--- src/hw/rtl/lzssdec_pkg.sv ---
// Shared types and constants of the LZSS window decompressor.
package lzssdec_pkg;

    localparam int POS_BITS_DEF  = 8;
    localparam int LEN_BITS_DEF  = 4;
    localparam int LOOKAHEAD_DEF = 1;

    // command fields sized for the largest window and length code
    localparam int ARG_W = 16;
    localparam int LEN_W = 8;

    localparam int CMDQ_DEPTH = 4;
    localparam int CMDQ_AW    = $clog2(CMDQ_DEPTH);

    localparam logic [1:0] CMD_LIT  = 2'd0;
    localparam logic [1:0] CMD_COPY = 2'd1;
    localparam logic [1:0] CMD_STAT = 2'd2;

    localparam logic [1:0] STS_RUN   = 2'd0;
    localparam logic [1:0] STS_DONE  = 2'd1;
    localparam logic [1:0] STS_SHORT = 2'd2;
    localparam logic [1:0] STS_BAD   = 2'd3;

    typedef struct packed {
        logic [7:0] in_byte;
        logic       in_last;
    } in_t;

    typedef struct packed {
        logic [7:0] out_byte;
        logic       is_data;
        logic [1:0] status;
        logic       run_last;
    } out_t;

    typedef struct packed {
        logic [1:0]       kind;
        logic [ARG_W-1:0] arg;
        logic [LEN_W-1:0] len;
        logic [1:0]       code;
        logic             last;
        logic             restart;
    } cmd_t;

endpackage

--- src/hw/rtl/lzssdec_front.sv ---
// Front end: takes input beats, parses tokens, checks the limit, issues commands.
module lzssdec_front #(
    parameter int POS_BITS = lzssdec_pkg::POS_BITS_DEF,
    parameter int LEN_BITS = lzssdec_pkg::LEN_BITS_DEF
) (
    input  logic                clk,
    input  logic                rst_n,
    input  lzssdec_pkg::in_t    in_data,
    input  logic                in_valid,
    output logic                in_ready,
    input  logic                cfg_we,
    input  logic [31:0]         cfg_wdata,
    output logic                q_push,
    output lzssdec_pkg::cmd_t   q_wcmd,
    input  logic                q_full
);
    import lzssdec_pkg::*;

    localparam int BUF_W = ((POS_BITS > 8) ? POS_BITS : 8) + 7;
    localparam int CNT_W = $clog2(BUF_W + 1);

    localparam logic [1:0] FS_IDLE  = 2'd0;
    localparam logic [1:0] FS_PARSE = 2'd1;
    localparam logic [1:0] FS_DRAIN = 2'd2;
    localparam logic [1:0] FS_STAT  = 2'd3;

    localparam logic [1:0] PH_FLAG = 2'd0;
    localparam logic [1:0] PH_LIT  = 2'd1;
    localparam logic [1:0] PH_POS  = 2'd2;
    localparam logic [1:0] PH_LEN  = 2'd3;

    logic [1:0]          state_reg, state_next;
    logic [BUF_W-1:0]    bit_buf_reg, bit_buf_next;
    logic [CNT_W-1:0]    bit_cnt_reg, bit_cnt_next;
    logic [1:0]          phase_reg, phase_next;
    logic [POS_BITS-1:0] match_pos_reg, match_pos_next;
    logic [31:0]         produced_reg, produced_next;
    logic [31:0]         limit_reg, limit_next;
    logic                finished_reg, finished_next;
    logic [1:0]          end_code_reg, end_code_next;
    logic                item_last_reg, item_last_next;
    logic                was_fin_reg, was_fin_next;
    logic                hold_vld_reg, hold_vld_next;
    cmd_t                hold_cmd_reg, hold_cmd_next;
    logic                stat_reg, stat_next;
    logic [1:0]          scode_reg, scode_next;

    logic [CNT_W-1:0]    need;
    logic                have;
    logic [CNT_W-1:0]    shamt;
    logic [BUF_W-1:0]    field;
    logic                at_limit;
    logic [31:0]         room;
    logic [LEN_BITS-1:0] len_code;
    logic [LEN_BITS:0]   len_full;
    logic                copy_bad;

    logic [1:0]          s_phase;
    logic [CNT_W-1:0]    s_cnt;
    logic [POS_BITS-1:0] s_mpos;
    logic [31:0]         s_prod;
    logic                s_fin;
    logic [1:0]          s_code;
    logic                s_end;
    logic                s_gen;
    cmd_t                s_cmd;
    logic                stat_need;
    logic [1:0]          stat_code;

    assign in_ready = (state_reg == FS_IDLE);

    // one parsing step
    always_comb
    begin
        unique case (phase_reg)
            PH_FLAG: need = CNT_W'(1);
            PH_LIT:  need = CNT_W'(8);
            PH_POS:  need = CNT_W'(POS_BITS);
            PH_LEN:  need = CNT_W'(LEN_BITS);
        endcase
        have     = (bit_cnt_reg >= need);
        shamt    = bit_cnt_reg - need;
        field    = bit_buf_reg >> shamt;
        at_limit = (produced_reg >= limit_reg);
        room     = limit_reg - produced_reg;
        len_code = field[LEN_BITS-1:0];
        len_full = {1'b0, len_code} + (LEN_BITS + 1)'(2);
        copy_bad = at_limit || (room < 32'(len_full));

        s_phase = phase_reg;
        s_cnt   = bit_cnt_reg;
        s_mpos  = match_pos_reg;
        s_prod  = produced_reg;
        s_fin   = finished_reg;
        s_code  = end_code_reg;
        s_end   = 1'b0;
        s_gen   = 1'b0;
        s_cmd   = '0;

        if (finished_reg)
        begin
            s_end = 1'b1;
        end
        else
        begin
            unique case (phase_reg)
                PH_FLAG:
                begin
                    if (at_limit)
                    begin
                        s_fin  = 1'b1;
                        s_code = STS_DONE;
                        s_end  = 1'b1;
                    end
                    else if (!have)
                    begin
                        s_end = 1'b1;
                    end
                    else
                    begin
                        s_cnt   = shamt;
                        s_phase = field[0] ? PH_LIT : PH_POS;
                    end
                end
                PH_LIT:
                begin
                    if (!have)
                    begin
                        s_end = 1'b1;
                    end
                    else
                    begin
                        s_cnt = shamt;
                        if (at_limit)
                        begin
                            s_fin  = 1'b1;
                            s_code = STS_BAD;
                            s_end  = 1'b1;
                        end
                        else
                        begin
                            s_gen      = 1'b1;
                            s_cmd.kind = CMD_LIT;
                            s_cmd.arg  = ARG_W'(field[7:0]);
                            s_prod     = produced_reg + 32'd1;
                            s_phase    = PH_FLAG;
                        end
                    end
                end
                PH_POS:
                begin
                    if (!have)
                    begin
                        s_end = 1'b1;
                    end
                    else
                    begin
                        s_cnt   = shamt;
                        s_mpos  = field[POS_BITS-1:0];
                        s_phase = PH_LEN;
                    end
                end
                PH_LEN:
                begin
                    if (!have)
                    begin
                        s_end = 1'b1;
                    end
                    else
                    begin
                        s_cnt = shamt;
                        if (copy_bad)
                        begin
                            s_fin  = 1'b1;
                            s_code = STS_BAD;
                            s_end  = 1'b1;
                        end
                        else
                        begin
                            s_gen      = 1'b1;
                            s_cmd.kind = CMD_COPY;
                            s_cmd.arg  = ARG_W'(match_pos_reg);
                            s_cmd.len  = LEN_W'(len_code);
                            s_prod     = produced_reg + 32'(len_full);
                            s_phase    = PH_FLAG;
                        end
                    end
                end
            endcase
        end

        stat_need = item_last_reg || (s_fin && !was_fin_reg);
        if (s_fin)
            stat_code = s_code;
        else if (s_phase != PH_FLAG)
            stat_code = STS_BAD;
        else
            stat_code = STS_SHORT;
    end

    always_comb
    begin
        state_next     = state_reg;
        bit_buf_next   = bit_buf_reg;
        bit_cnt_next   = bit_cnt_reg;
        phase_next     = phase_reg;
        match_pos_next = match_pos_reg;
        produced_next  = produced_reg;
        limit_next     = limit_reg;
        finished_next  = finished_reg;
        end_code_next  = end_code_reg;
        item_last_next = item_last_reg;
        was_fin_next   = was_fin_reg;
        hold_vld_next  = hold_vld_reg;
        hold_cmd_next  = hold_cmd_reg;
        stat_next      = stat_reg;
        scode_next     = scode_reg;
        q_push         = 1'b0;
        q_wcmd         = hold_cmd_reg;

        if (cfg_we)
            limit_next = cfg_wdata;

        unique case (state_reg)
            FS_IDLE:
            begin
                if (in_valid)
                begin
                    state_next     = FS_PARSE;
                    item_last_next = in_data.in_last;
                    was_fin_next   = finished_reg;
                    if (!finished_reg)
                    begin
                        bit_buf_next = {bit_buf_reg[BUF_W-9:0], in_data.in_byte};
                        bit_cnt_next = bit_cnt_reg + CNT_W'(8);
                    end
                end
            end
            FS_PARSE:
            begin
                if (!(s_gen && hold_vld_reg && q_full))
                begin
                    bit_cnt_next   = s_cnt;
                    phase_next     = s_phase;
                    match_pos_next = s_mpos;
                    produced_next  = s_prod;
                    finished_next  = s_fin;
                    end_code_next  = s_code;
                    if (s_gen)
                    begin
                        q_push        = hold_vld_reg;
                        hold_cmd_next = s_cmd;
                        hold_vld_next = 1'b1;
                    end
                    if (s_end)
                    begin
                        stat_next  = stat_need;
                        scode_next = stat_code;
                        if (hold_vld_reg)
                            state_next = FS_DRAIN;
                        else if (stat_need)
                            state_next = FS_STAT;
                        else
                            state_next = FS_IDLE;
                    end
                end
            end
            FS_DRAIN:
            begin
                if (!q_full)
                begin
                    q_push        = 1'b1;
                    q_wcmd.last   = !stat_reg;
                    hold_vld_next = 1'b0;
                    state_next    = stat_reg ? FS_STAT : FS_IDLE;
                end
            end
            FS_STAT:
            begin
                if (!q_full)
                begin
                    q_push         = 1'b1;
                    q_wcmd         = '0;
                    q_wcmd.kind    = CMD_STAT;
                    q_wcmd.code    = scode_reg;
                    q_wcmd.last    = 1'b1;
                    q_wcmd.restart = item_last_reg;
                    state_next     = FS_IDLE;
                    if (item_last_reg)
                    begin
                        bit_cnt_next  = '0;
                        phase_next    = PH_FLAG;
                        produced_next = '0;
                        finished_next = 1'b0;
                        end_code_next = STS_RUN;
                    end
                end
            end
        endcase
    end

    always_ff @(posedge clk or negedge rst_n)
    begin
        if (!rst_n)
        begin
            state_reg     <= FS_IDLE;
            bit_cnt_reg   <= '0;
            phase_reg     <= PH_FLAG;
            produced_reg  <= '0;
            limit_reg     <= '0;
            finished_reg  <= 1'b0;
            end_code_reg  <= STS_RUN;
            item_last_reg <= 1'b0;
            was_fin_reg   <= 1'b0;
            hold_vld_reg  <= 1'b0;
            stat_reg      <= 1'b0;
        end
        else
        begin
            state_reg     <= state_next;
            bit_cnt_reg   <= bit_cnt_next;
            phase_reg     <= phase_next;
            produced_reg  <= produced_next;
            limit_reg     <= limit_next;
            finished_reg  <= finished_next;
            end_code_reg  <= end_code_next;
            item_last_reg <= item_last_next;
            was_fin_reg   <= was_fin_next;
            hold_vld_reg  <= hold_vld_next;
            stat_reg      <= stat_next;
        end
    end

    always_ff @(posedge clk)
    begin
        bit_buf_reg   <= bit_buf_next;
        match_pos_reg <= match_pos_next;
        hold_cmd_reg  <= hold_cmd_next;
        scode_reg     <= scode_next;
    end

endmodule

--- src/hw/rtl/lzssdec_cmdq.sv ---
// Short command queue between the parser and the copy engine.
module lzssdec_cmdq (
    input  logic              clk,
    input  logic              rst_n,
    input  logic              push,
    input  lzssdec_pkg::cmd_t wcmd,
    output logic              full,
    input  logic              pop,
    output lzssdec_pkg::cmd_t rcmd,
    output logic              empty
);
    import lzssdec_pkg::*;

    cmd_t               entry_reg [CMDQ_DEPTH];
    logic [CMDQ_AW-1:0] wr_ptr_reg, wr_ptr_next;
    logic [CMDQ_AW-1:0] rd_ptr_reg, rd_ptr_next;
    logic [CMDQ_AW:0]   cnt_reg, cnt_next;
    logic               do_push;
    logic               do_pop;

    assign full    = (cnt_reg == (CMDQ_AW + 1)'(CMDQ_DEPTH));
    assign empty   = (cnt_reg == '0);
    assign rcmd    = entry_reg[rd_ptr_reg];
    assign do_push = push && !full;
    assign do_pop  = pop && !empty;

    always_comb
    begin
        wr_ptr_next = do_push ? wr_ptr_reg + CMDQ_AW'(1) : wr_ptr_reg;
        rd_ptr_next = do_pop ? rd_ptr_reg + CMDQ_AW'(1) : rd_ptr_reg;
        cnt_next    = cnt_reg;
        if (do_push && !do_pop)
            cnt_next = cnt_reg + (CMDQ_AW + 1)'(1);
        else if (do_pop && !do_push)
            cnt_next = cnt_reg - (CMDQ_AW + 1)'(1);
    end

    always_ff @(posedge clk or negedge rst_n)
    begin
        if (!rst_n)
        begin
            wr_ptr_reg <= '0;
            rd_ptr_reg <= '0;
            cnt_reg    <= '0;
        end
        else
        begin
            wr_ptr_reg <= wr_ptr_next;
            rd_ptr_reg <= rd_ptr_next;
            cnt_reg    <= cnt_next;
        end
    end

    always_ff @(posedge clk)
    begin
        if (do_push)
            entry_reg[wr_ptr_reg] <= wcmd;
    end

endmodule

--- src/hw/rtl/lzssdec_back.sv ---
// Back end: history window, match copy and the output register.
module lzssdec_back #(
    parameter int POS_BITS        = lzssdec_pkg::POS_BITS_DEF,
    parameter int LEN_BITS        = lzssdec_pkg::LEN_BITS_DEF,
    parameter int LOOKAHEAD_EXTRA = lzssdec_pkg::LOOKAHEAD_DEF
) (
    input  logic              clk,
    input  logic              rst_n,
    input  logic              q_empty,
    input  lzssdec_pkg::cmd_t q_cmd,
    output logic              q_pop,
    output lzssdec_pkg::out_t out_data,
    output logic              out_valid,
    input  logic              out_ready
);
    import lzssdec_pkg::*;

    localparam int WIN     = 1 << POS_BITS;
    localparam int LOOK    = (1 << LEN_BITS) + LOOKAHEAD_EXTRA;
    localparam int START_I = (WIN - (LOOK % WIN)) % WIN;
    localparam logic [POS_BITS-1:0] START = START_I[POS_BITS-1:0];

    localparam logic [1:0] BS_IDLE = 2'd0;
    localparam logic [1:0] BS_READ = 2'd1;
    localparam logic [1:0] BS_EMIT = 2'd2;

    logic [7:0]          win_mem [WIN];

    logic [1:0]          bstate_reg, bstate_next;
    logic [POS_BITS-1:0] wr_pos_reg, wr_pos_next;
    logic [POS_BITS:0]   fill_reg, fill_next, fill_inc;
    logic [POS_BITS-1:0] rd_pos_reg, rd_pos_next;
    logic [LEN_BITS:0]   left_reg, left_next;
    logic                cp_last_reg, cp_last_next;
    logic [7:0]          rd_data_reg;
    logic                rd_ok_reg;
    out_t                out_reg, out_next;
    logic                out_vld_reg, out_vld_next;

    logic                slot_free;
    logic                out_load;
    logic                mem_we;
    logic                mem_re;
    logic [7:0]          mem_wd;
    logic [POS_BITS-1:0] rd_off;
    logic                win_ok;
    logic [7:0]          copy_byte;

    assign out_data  = out_reg;
    assign out_valid = out_vld_reg;
    assign slot_free = !out_vld_reg || out_ready;
    assign fill_inc  = fill_reg[POS_BITS] ? fill_reg : fill_reg + (POS_BITS + 1)'(1);
    // entries outside the filled span are not cleared; reads of them return zero
    assign rd_off    = rd_pos_reg - START;
    assign win_ok    = fill_reg[POS_BITS] || ({1'b0, rd_off} < fill_reg);
    assign copy_byte = rd_ok_reg ? rd_data_reg : 8'd0;

    always_comb
    begin
        bstate_next  = bstate_reg;
        wr_pos_next  = wr_pos_reg;
        fill_next    = fill_reg;
        rd_pos_next  = rd_pos_reg;
        left_next    = left_reg;
        cp_last_next = cp_last_reg;
        out_next     = out_reg;
        out_load     = 1'b0;
        q_pop        = 1'b0;
        mem_we       = 1'b0;
        mem_re       = 1'b0;
        mem_wd       = copy_byte;

        unique case (bstate_reg)
            BS_IDLE:
            begin
                if (!q_empty)
                begin
                    unique case (q_cmd.kind)
                        CMD_LIT:
                        begin
                            if (slot_free)
                            begin
                                q_pop             = 1'b1;
                                mem_we            = 1'b1;
                                mem_wd            = q_cmd.arg[7:0];
                                out_load          = 1'b1;
                                out_next.out_byte = q_cmd.arg[7:0];
                                out_next.is_data  = 1'b1;
                                out_next.status   = STS_RUN;
                                out_next.run_last = q_cmd.last;
                                wr_pos_next       = wr_pos_reg + POS_BITS'(1);
                                fill_next         = fill_inc;
                            end
                        end
                        CMD_COPY:
                        begin
                            q_pop        = 1'b1;
                            rd_pos_next  = q_cmd.arg[POS_BITS-1:0];
                            left_next    = (LEN_BITS + 1)'(q_cmd.len[LEN_BITS-1:0])
                                           + (LEN_BITS + 1)'(2);
                            cp_last_next = q_cmd.last;
                            bstate_next  = BS_READ;
                        end
                        CMD_STAT:
                        begin
                            if (slot_free)
                            begin
                                q_pop             = 1'b1;
                                out_load          = 1'b1;
                                out_next.out_byte = 8'd0;
                                out_next.is_data  = 1'b0;
                                out_next.status   = q_cmd.code;
                                out_next.run_last = q_cmd.last;
                                if (q_cmd.restart)
                                begin
                                    wr_pos_next = START;
                                    fill_next   = '0;
                                end
                            end
                        end
                        default:
                        begin
                            q_pop = 1'b1;
                        end
                    endcase
                end
            end
            BS_READ:
            begin
                mem_re      = 1'b1;
                bstate_next = BS_EMIT;
            end
            BS_EMIT:
            begin
                if (slot_free)
                begin
                    mem_we            = 1'b1;
                    out_load          = 1'b1;
                    out_next.out_byte = copy_byte;
                    out_next.is_data  = 1'b1;
                    out_next.status   = STS_RUN;
                    out_next.run_last = cp_last_reg && (left_reg == (LEN_BITS + 1)'(1));
                    wr_pos_next       = wr_pos_reg + POS_BITS'(1);
                    fill_next         = fill_inc;
                    rd_pos_next       = rd_pos_reg + POS_BITS'(1);
                    left_next         = left_reg - (LEN_BITS + 1)'(1);
                    if (left_reg == (LEN_BITS + 1)'(1))
                        bstate_next = BS_IDLE;
                    else
                        bstate_next = BS_READ;
                end
            end
            default:
            begin
                bstate_next = BS_IDLE;
            end
        endcase

        if (out_load)
            out_vld_next = 1'b1;
        else if (out_ready)
            out_vld_next = 1'b0;
        else
            out_vld_next = out_vld_reg;
    end

    always_ff @(posedge clk or negedge rst_n)
    begin
        if (!rst_n)
        begin
            bstate_reg  <= BS_IDLE;
            wr_pos_reg  <= START;
            fill_reg    <= '0;
            left_reg    <= '0;
            cp_last_reg <= 1'b0;
            out_vld_reg <= 1'b0;
        end
        else
        begin
            bstate_reg  <= bstate_next;
            wr_pos_reg  <= wr_pos_next;
            fill_reg    <= fill_next;
            left_reg    <= left_next;
            cp_last_reg <= cp_last_next;
            out_vld_reg <= out_vld_next;
        end
    end

    always_ff @(posedge clk)
    begin
        rd_pos_reg <= rd_pos_next;
        out_reg    <= out_next;
        if (mem_we)
            win_mem[wr_pos_reg] <= mem_wd;
        if (mem_re)
        begin
            rd_data_reg <= win_mem[rd_pos_reg];
            rd_ok_reg   <= win_ok;
        end
    end

endmodule

--- src/hw/rtl/lzss_window256_decompressor_unit.sv ---
// Top level: LZSS decompressor, parser and copy engine joined by a command queue.
// Input: the next beat is taken only when the last is done (accept, one step per
// token field plus an end step, a drain push, a status push); a full queue stalls it.
// Output: a literal or status beat goes straight to the output register; a match
// alternates a window read with a write and emit per byte; a busy output stalls them.
// rst_n is asynchronous; the window reads as zeros by fill count, no clearing pass.
module lzss_window256_decompressor_unit #(
    parameter int POS_BITS        = lzssdec_pkg::POS_BITS_DEF,
    parameter int LEN_BITS        = lzssdec_pkg::LEN_BITS_DEF,
    parameter int LOOKAHEAD_EXTRA = lzssdec_pkg::LOOKAHEAD_DEF
) (
    input  logic              clk,
    input  logic              rst_n,
    input  lzssdec_pkg::in_t  in_data,
    input  logic              in_valid,
    output logic              in_ready,
    output lzssdec_pkg::out_t out_data,
    output logic              out_valid,
    input  logic              out_ready,
    input  logic              cfg_we,
    input  logic [31:0]       cfg_wdata
);
    import lzssdec_pkg::*;

    logic q_push;
    cmd_t q_wcmd;
    logic q_full;
    logic q_pop;
    cmd_t q_rcmd;
    logic q_empty;

    lzssdec_front #(
        .POS_BITS (POS_BITS),
        .LEN_BITS (LEN_BITS)
    ) u_front (
        .clk       (clk),
        .rst_n     (rst_n),
        .in_data   (in_data),
        .in_valid  (in_valid),
        .in_ready  (in_ready),
        .cfg_we    (cfg_we),
        .cfg_wdata (cfg_wdata),
        .q_push    (q_push),
        .q_wcmd    (q_wcmd),
        .q_full    (q_full)
    );

    lzssdec_cmdq u_cmdq (
        .clk   (clk),
        .rst_n (rst_n),
        .push  (q_push),
        .wcmd  (q_wcmd),
        .full  (q_full),
        .pop   (q_pop),
        .rcmd  (q_rcmd),
        .empty (q_empty)
    );

    lzssdec_back #(
        .POS_BITS        (POS_BITS),
        .LEN_BITS        (LEN_BITS),
        .LOOKAHEAD_EXTRA (LOOKAHEAD_EXTRA)
    ) u_back (
        .clk       (clk),
        .rst_n     (rst_n),
        .q_empty   (q_empty),
        .q_cmd     (q_rcmd),
        .q_pop     (q_pop),
        .out_data  (out_data),
        .out_valid (out_valid),
        .out_ready (out_ready)
    );

endmodule

--- config.mk ---
export PLATFORM = sky130hd
export DESIGN_NAME = lzss_window256_decompressor_unit
export DESIGN_NICKNAME = d
export VERILOG_FILES = /design/src/hw/rtl/lzssdec_pkg.sv /design/src/hw/rtl/lzssdec_front.sv /design/src/hw/rtl/lzssdec_cmdq.sv /design/src/hw/rtl/lzssdec_back.sv /design/src/hw/rtl/lzss_window256_decompressor_unit.sv
export SDC_FILE = /design/constraint.sdc
export NUM_CORES = 2
export LEC_CHECK = 0
export BUFFER_PORTS_ARGS = -buffer_cell sky130_fd_sc_hd__clkbuf_2
export CAP_MARGIN = 15
export CORE_MARGIN = 10
export CORE_UTILIZATION = 57
export DETAILED_ROUTE_END_ITERATION = 12
export PLACE_DENSITY_LB_ADDON = 0.15
export SLEW_MARGIN = 20
export SYNTH_ARGS = -nofsm -noshare
export SYNTH_HDL_FRONTEND = slang
export SYNTH_SLANG_ARGS = --single-unit
export TNS_END_PERCENT = 5
--- constraint.sdc ---
create_clock -name clk -period 14.6 [get_ports clk]
set_input_delay 0.73 -clock clk [delete_from_list [all_inputs] [get_ports clk]]
set_output_delay 0.73 -clock clk [all_outputs]
set_load 0.05 [all_outputs]
==> results.yml <==
sta:
  grt_setup_unrepaired: "false"
  timing_hold_violations_final: 0
  max_slew_margin: 0.242
  setup_viol: 0
  period_needed_ns: 7.42
  timing.final.crit_share: 0.508
  worst_slack_ns: 7.18
  timing.final.max_slew_violations: 0
  finClkSkew_ns: 0.0390
  setup_tns_ns: 0
  achievable-frequency_ghz: 0.135
  worst_slew_pin_slew_ns: 1.13
yosys:
  number_of_nets_produced_by_synthesis: 5643
  synth_top_cells_by_count: "edfxtp_1 (2,187), mux2i_1 (391), nor2_1 (350)"
  area_share_of_the_largest_cell_type_after_synthesis: 0.695
  synth_area_per_cell_um2: 17.1
  postSynth.asyncResetShare: 0.0487
  syn_inst: 5524
  synth_xor_xnor_area_share: 0.00800
  synth_area_leader_cell: "edfxtp_1"
  post-synth-top-count-cell: "edfxtp_1"
  synth.area.top_cells: "edfxtp_1 (69%), mux4_2 (7.9%), mux2i_1 (4.1%), dfrtp_1 (2.8%), mux2_2 (1.8%)"
  main_combinational_cell_family_by_area_after_synthesis: "multiplexers"
  synth.ff_latch_count: 2299
  synth_fa_ha_area_frac: 0.00990
  yosysWarnings: 0
  synthDistinctLibCells: 88
  postSynth.topFlopCell: "edfxtp_1"
  synth_compound_area_frac: 0.0608
  edff_count_synth: 2187
  synth-seq-area-share: 0.725
  yosys.area_share.simple: 0.0409
  post_synth_mux_area_share: 0.139
  syn_area_um2: 94500
cts:
  cts-htree-levels: 4
  cts_repair_resize_count: 0
  numClockSinks: 2299
  clock-root-buffer: "clkbuf_16"
  clk_pin_slew_worst_paths_ns: 0.06
  cts_post_setup_buffers_inserted: 0
  cts.path.max_buffers: 3
  cts_tree: "yes"
  cts_hold_buf: 3
  cts_inserted_buffers: 221
  clkLatencyLatePin_ns: 0.85
placement:
  detailedPlace.worstSlack_ns: 7.29
  io_buffer_count: 59
  gp_congestion: 0.915
  detailed_place_hpwl_um: 135000
  numPlacedInstances: 7533
detailed_routing:
  drt_drc_violations_left: 0
  detail_route.first_pass.iterations: 6
  finalWirelength_um: 229000
  vias_per_instance: 6.41
  routed-via-count: 51000
  drt_first_iter_violations: 6020
  route.detailed.wl_per_inst_um: 28.7
  antenna_violating_nets_left: 0
critical_path:
  crit_path_end_kind: "register"
  slowest_delay_ns: 0.59
  worst_reg2reg_setup_slack_ns: 7.18
  ff2ff_path_depth: 26
  regToRegStartpoint: "u_front.phase_reg[0]"
  cp_data_arrival_time_ns: 8.16
  crit_top_cell: "ha_1"
  critPathMaxFanout: 19
  critical_path.startpoint_type: "register"
  r2r_end: "u_cmdq.cnt_reg[1]"
  cell_at_the_slowest_stage_of_the_critical_path: "ha_1"
  criticalPathCategory: "register to register"
  worst_ep_required_time_ns: 15.33
status:
  outcome: "finished clean"
layout:
  fin_util: 0.633
  drive_above_1_share: 0.175
  flow.area_growth_from_synthesis_pct: 10.4
  finish.cell_count_without_fillers: 7954
  number_of_nets_at_the_end_of_the_flow: 5691
  largest_register_ff_count: 2048
die:
  initial_utilization: 0.573
  fp.coreArea_um2: 165000
  die_area_um2: 182000
  boundaryPins: 60
  die_x_extent_um: 427
  rows: 149
  die-height_um: 427
global_route:
  wire_length_of_the_first_global_routing_pass_um: 338000
  antenna_found_initial: 4
  grt_usage: 0.249
  number_of_global_route_vias_before_repair: 50300
  grt_overflow: 0
  largest_net_degree_at_the_start_of_global_routing: 224
power:
  power_density_nw_per_um2: 219
  post-layout-total-power_mw: 22.8
  power.leakage_nw: 34.5
  ir_worst_vdd_uv: 280
worst_hold_path:
  hold_path.startpoint: "in_data[6]"
  hp-class: "input port to register"
  min_delay_worst_endpoint: "u_front.bit_buf_reg[5]"
  hold_path_depth: 1
flow_run:
  cap_viol_max_count: 0
[kinds of logic (layout without fill, tap and decap cells)]
family,count (synthesis),in the layout
AO/OA/AOI/OAI,914,914
XOR/XNOR,79,79
adder cells (fa/ha/maj),73,73
buffers and inverters,396,633
flip-flops,2299,2299
multiplexers,880,880
other,0,4
AND/OR/NAND/NOR,883,883
[worst max path at each step]
stage                         startpoint  slack, ns                       to  depth (start not counted)
finish              u_front.phase_reg[0]       7.18        u_cmdq.cnt_reg[1]                         26
global route        u_front.phase_reg[0]       6.72  u_front.produced_reg[1]                         23
CTS                 u_front.phase_reg[0]       7.27        u_cmdq.cnt_reg[1]                         26
detailed placement  u_front.phase_reg[0]       7.29        u_cmdq.cnt_reg[1]                         26
global placement    u_front.phase_reg[0]       7.53        u_cmdq.cnt_reg[1]                         26
floorplan           u_cmdq.rd_ptr_reg[0]       0.95     u_back.win_mem[0][5]                          5
[cell type report]
| type | instances | area (um2) |
|---|---|---|
| fillers | 11600 | 60500 |
| well taps | 2189 | 2740 |
| diodes | 4 | 10.0 |
| clock buffers | 281 | 5920 |
| multi-input cells | 2829 | 24600 |
| repair buffers | 145 | 1130 |
| clock inverters | 131 | 1120 |
| flip-flops and latches | 2299 | 68500 |
| inverters | 76 | 288 |
[report_power, final]
part / total (mW) / internal [mW] / switching [mW]
Sequential: 9.02 / 8.82 / 0.201
Clock: 5.57 / 3.14 / 2.43
Combinational: 8.24 / 2.65 / 5.59
Total: 22.8 / 14.6 / 8.22
[per-stage QoR]
step / hold WS (ns) / area [um2]
6_report: 0.0580 / 104000
3_5_place_dp: 0.464 / 97200
3_3_place_gp: 0.465 / 97200
4_1_cts: 0.000421 / 104000
2_1_floorplan: 0.434 / 94500
5_1_grt: 0.0290 / 104000
[critical path, delay by kind of cell, from the launching register on]
kind,cells,cell delay [ns]
buffers and inverters,2,0.37
AOI/OAI and AO/OA,10,2.17
muxes,1,0.26
xor gates and xnor gates,2,0.56
and+or+nand+nor,5,1.14
DFF,1,0.48
adders and majority gates,6,2.32
[metal layers]
metal / track usage / wire (um)
met1: 0.358 / 95200
met2: 0.392 / 109000
met3: 0.0402 / 16900
met4: 0.0841 / 7540
met5: 0 / 12
[cell usage in the layout, fill, tap and decap left out, types with 50 or more instances in the layout]
cell and count:
nand2_1 284, inv_1 75, mux2_2 155, mux2i_1 391
o22ai_1 131, a21oi_1 315, xnor2_1 56, clkbuf_2 58
clkinv_1 52, clkbuf_1 50, clkbuf_16 227, dfrtp_1 105
buf_4 70, ha_1 70, mux4_2 332, edfxtp_1 2187
o221ai_1 126, o21ai_0 180, nor2_1 350
No activity file was read; power rests on OpenSTA's default activity.
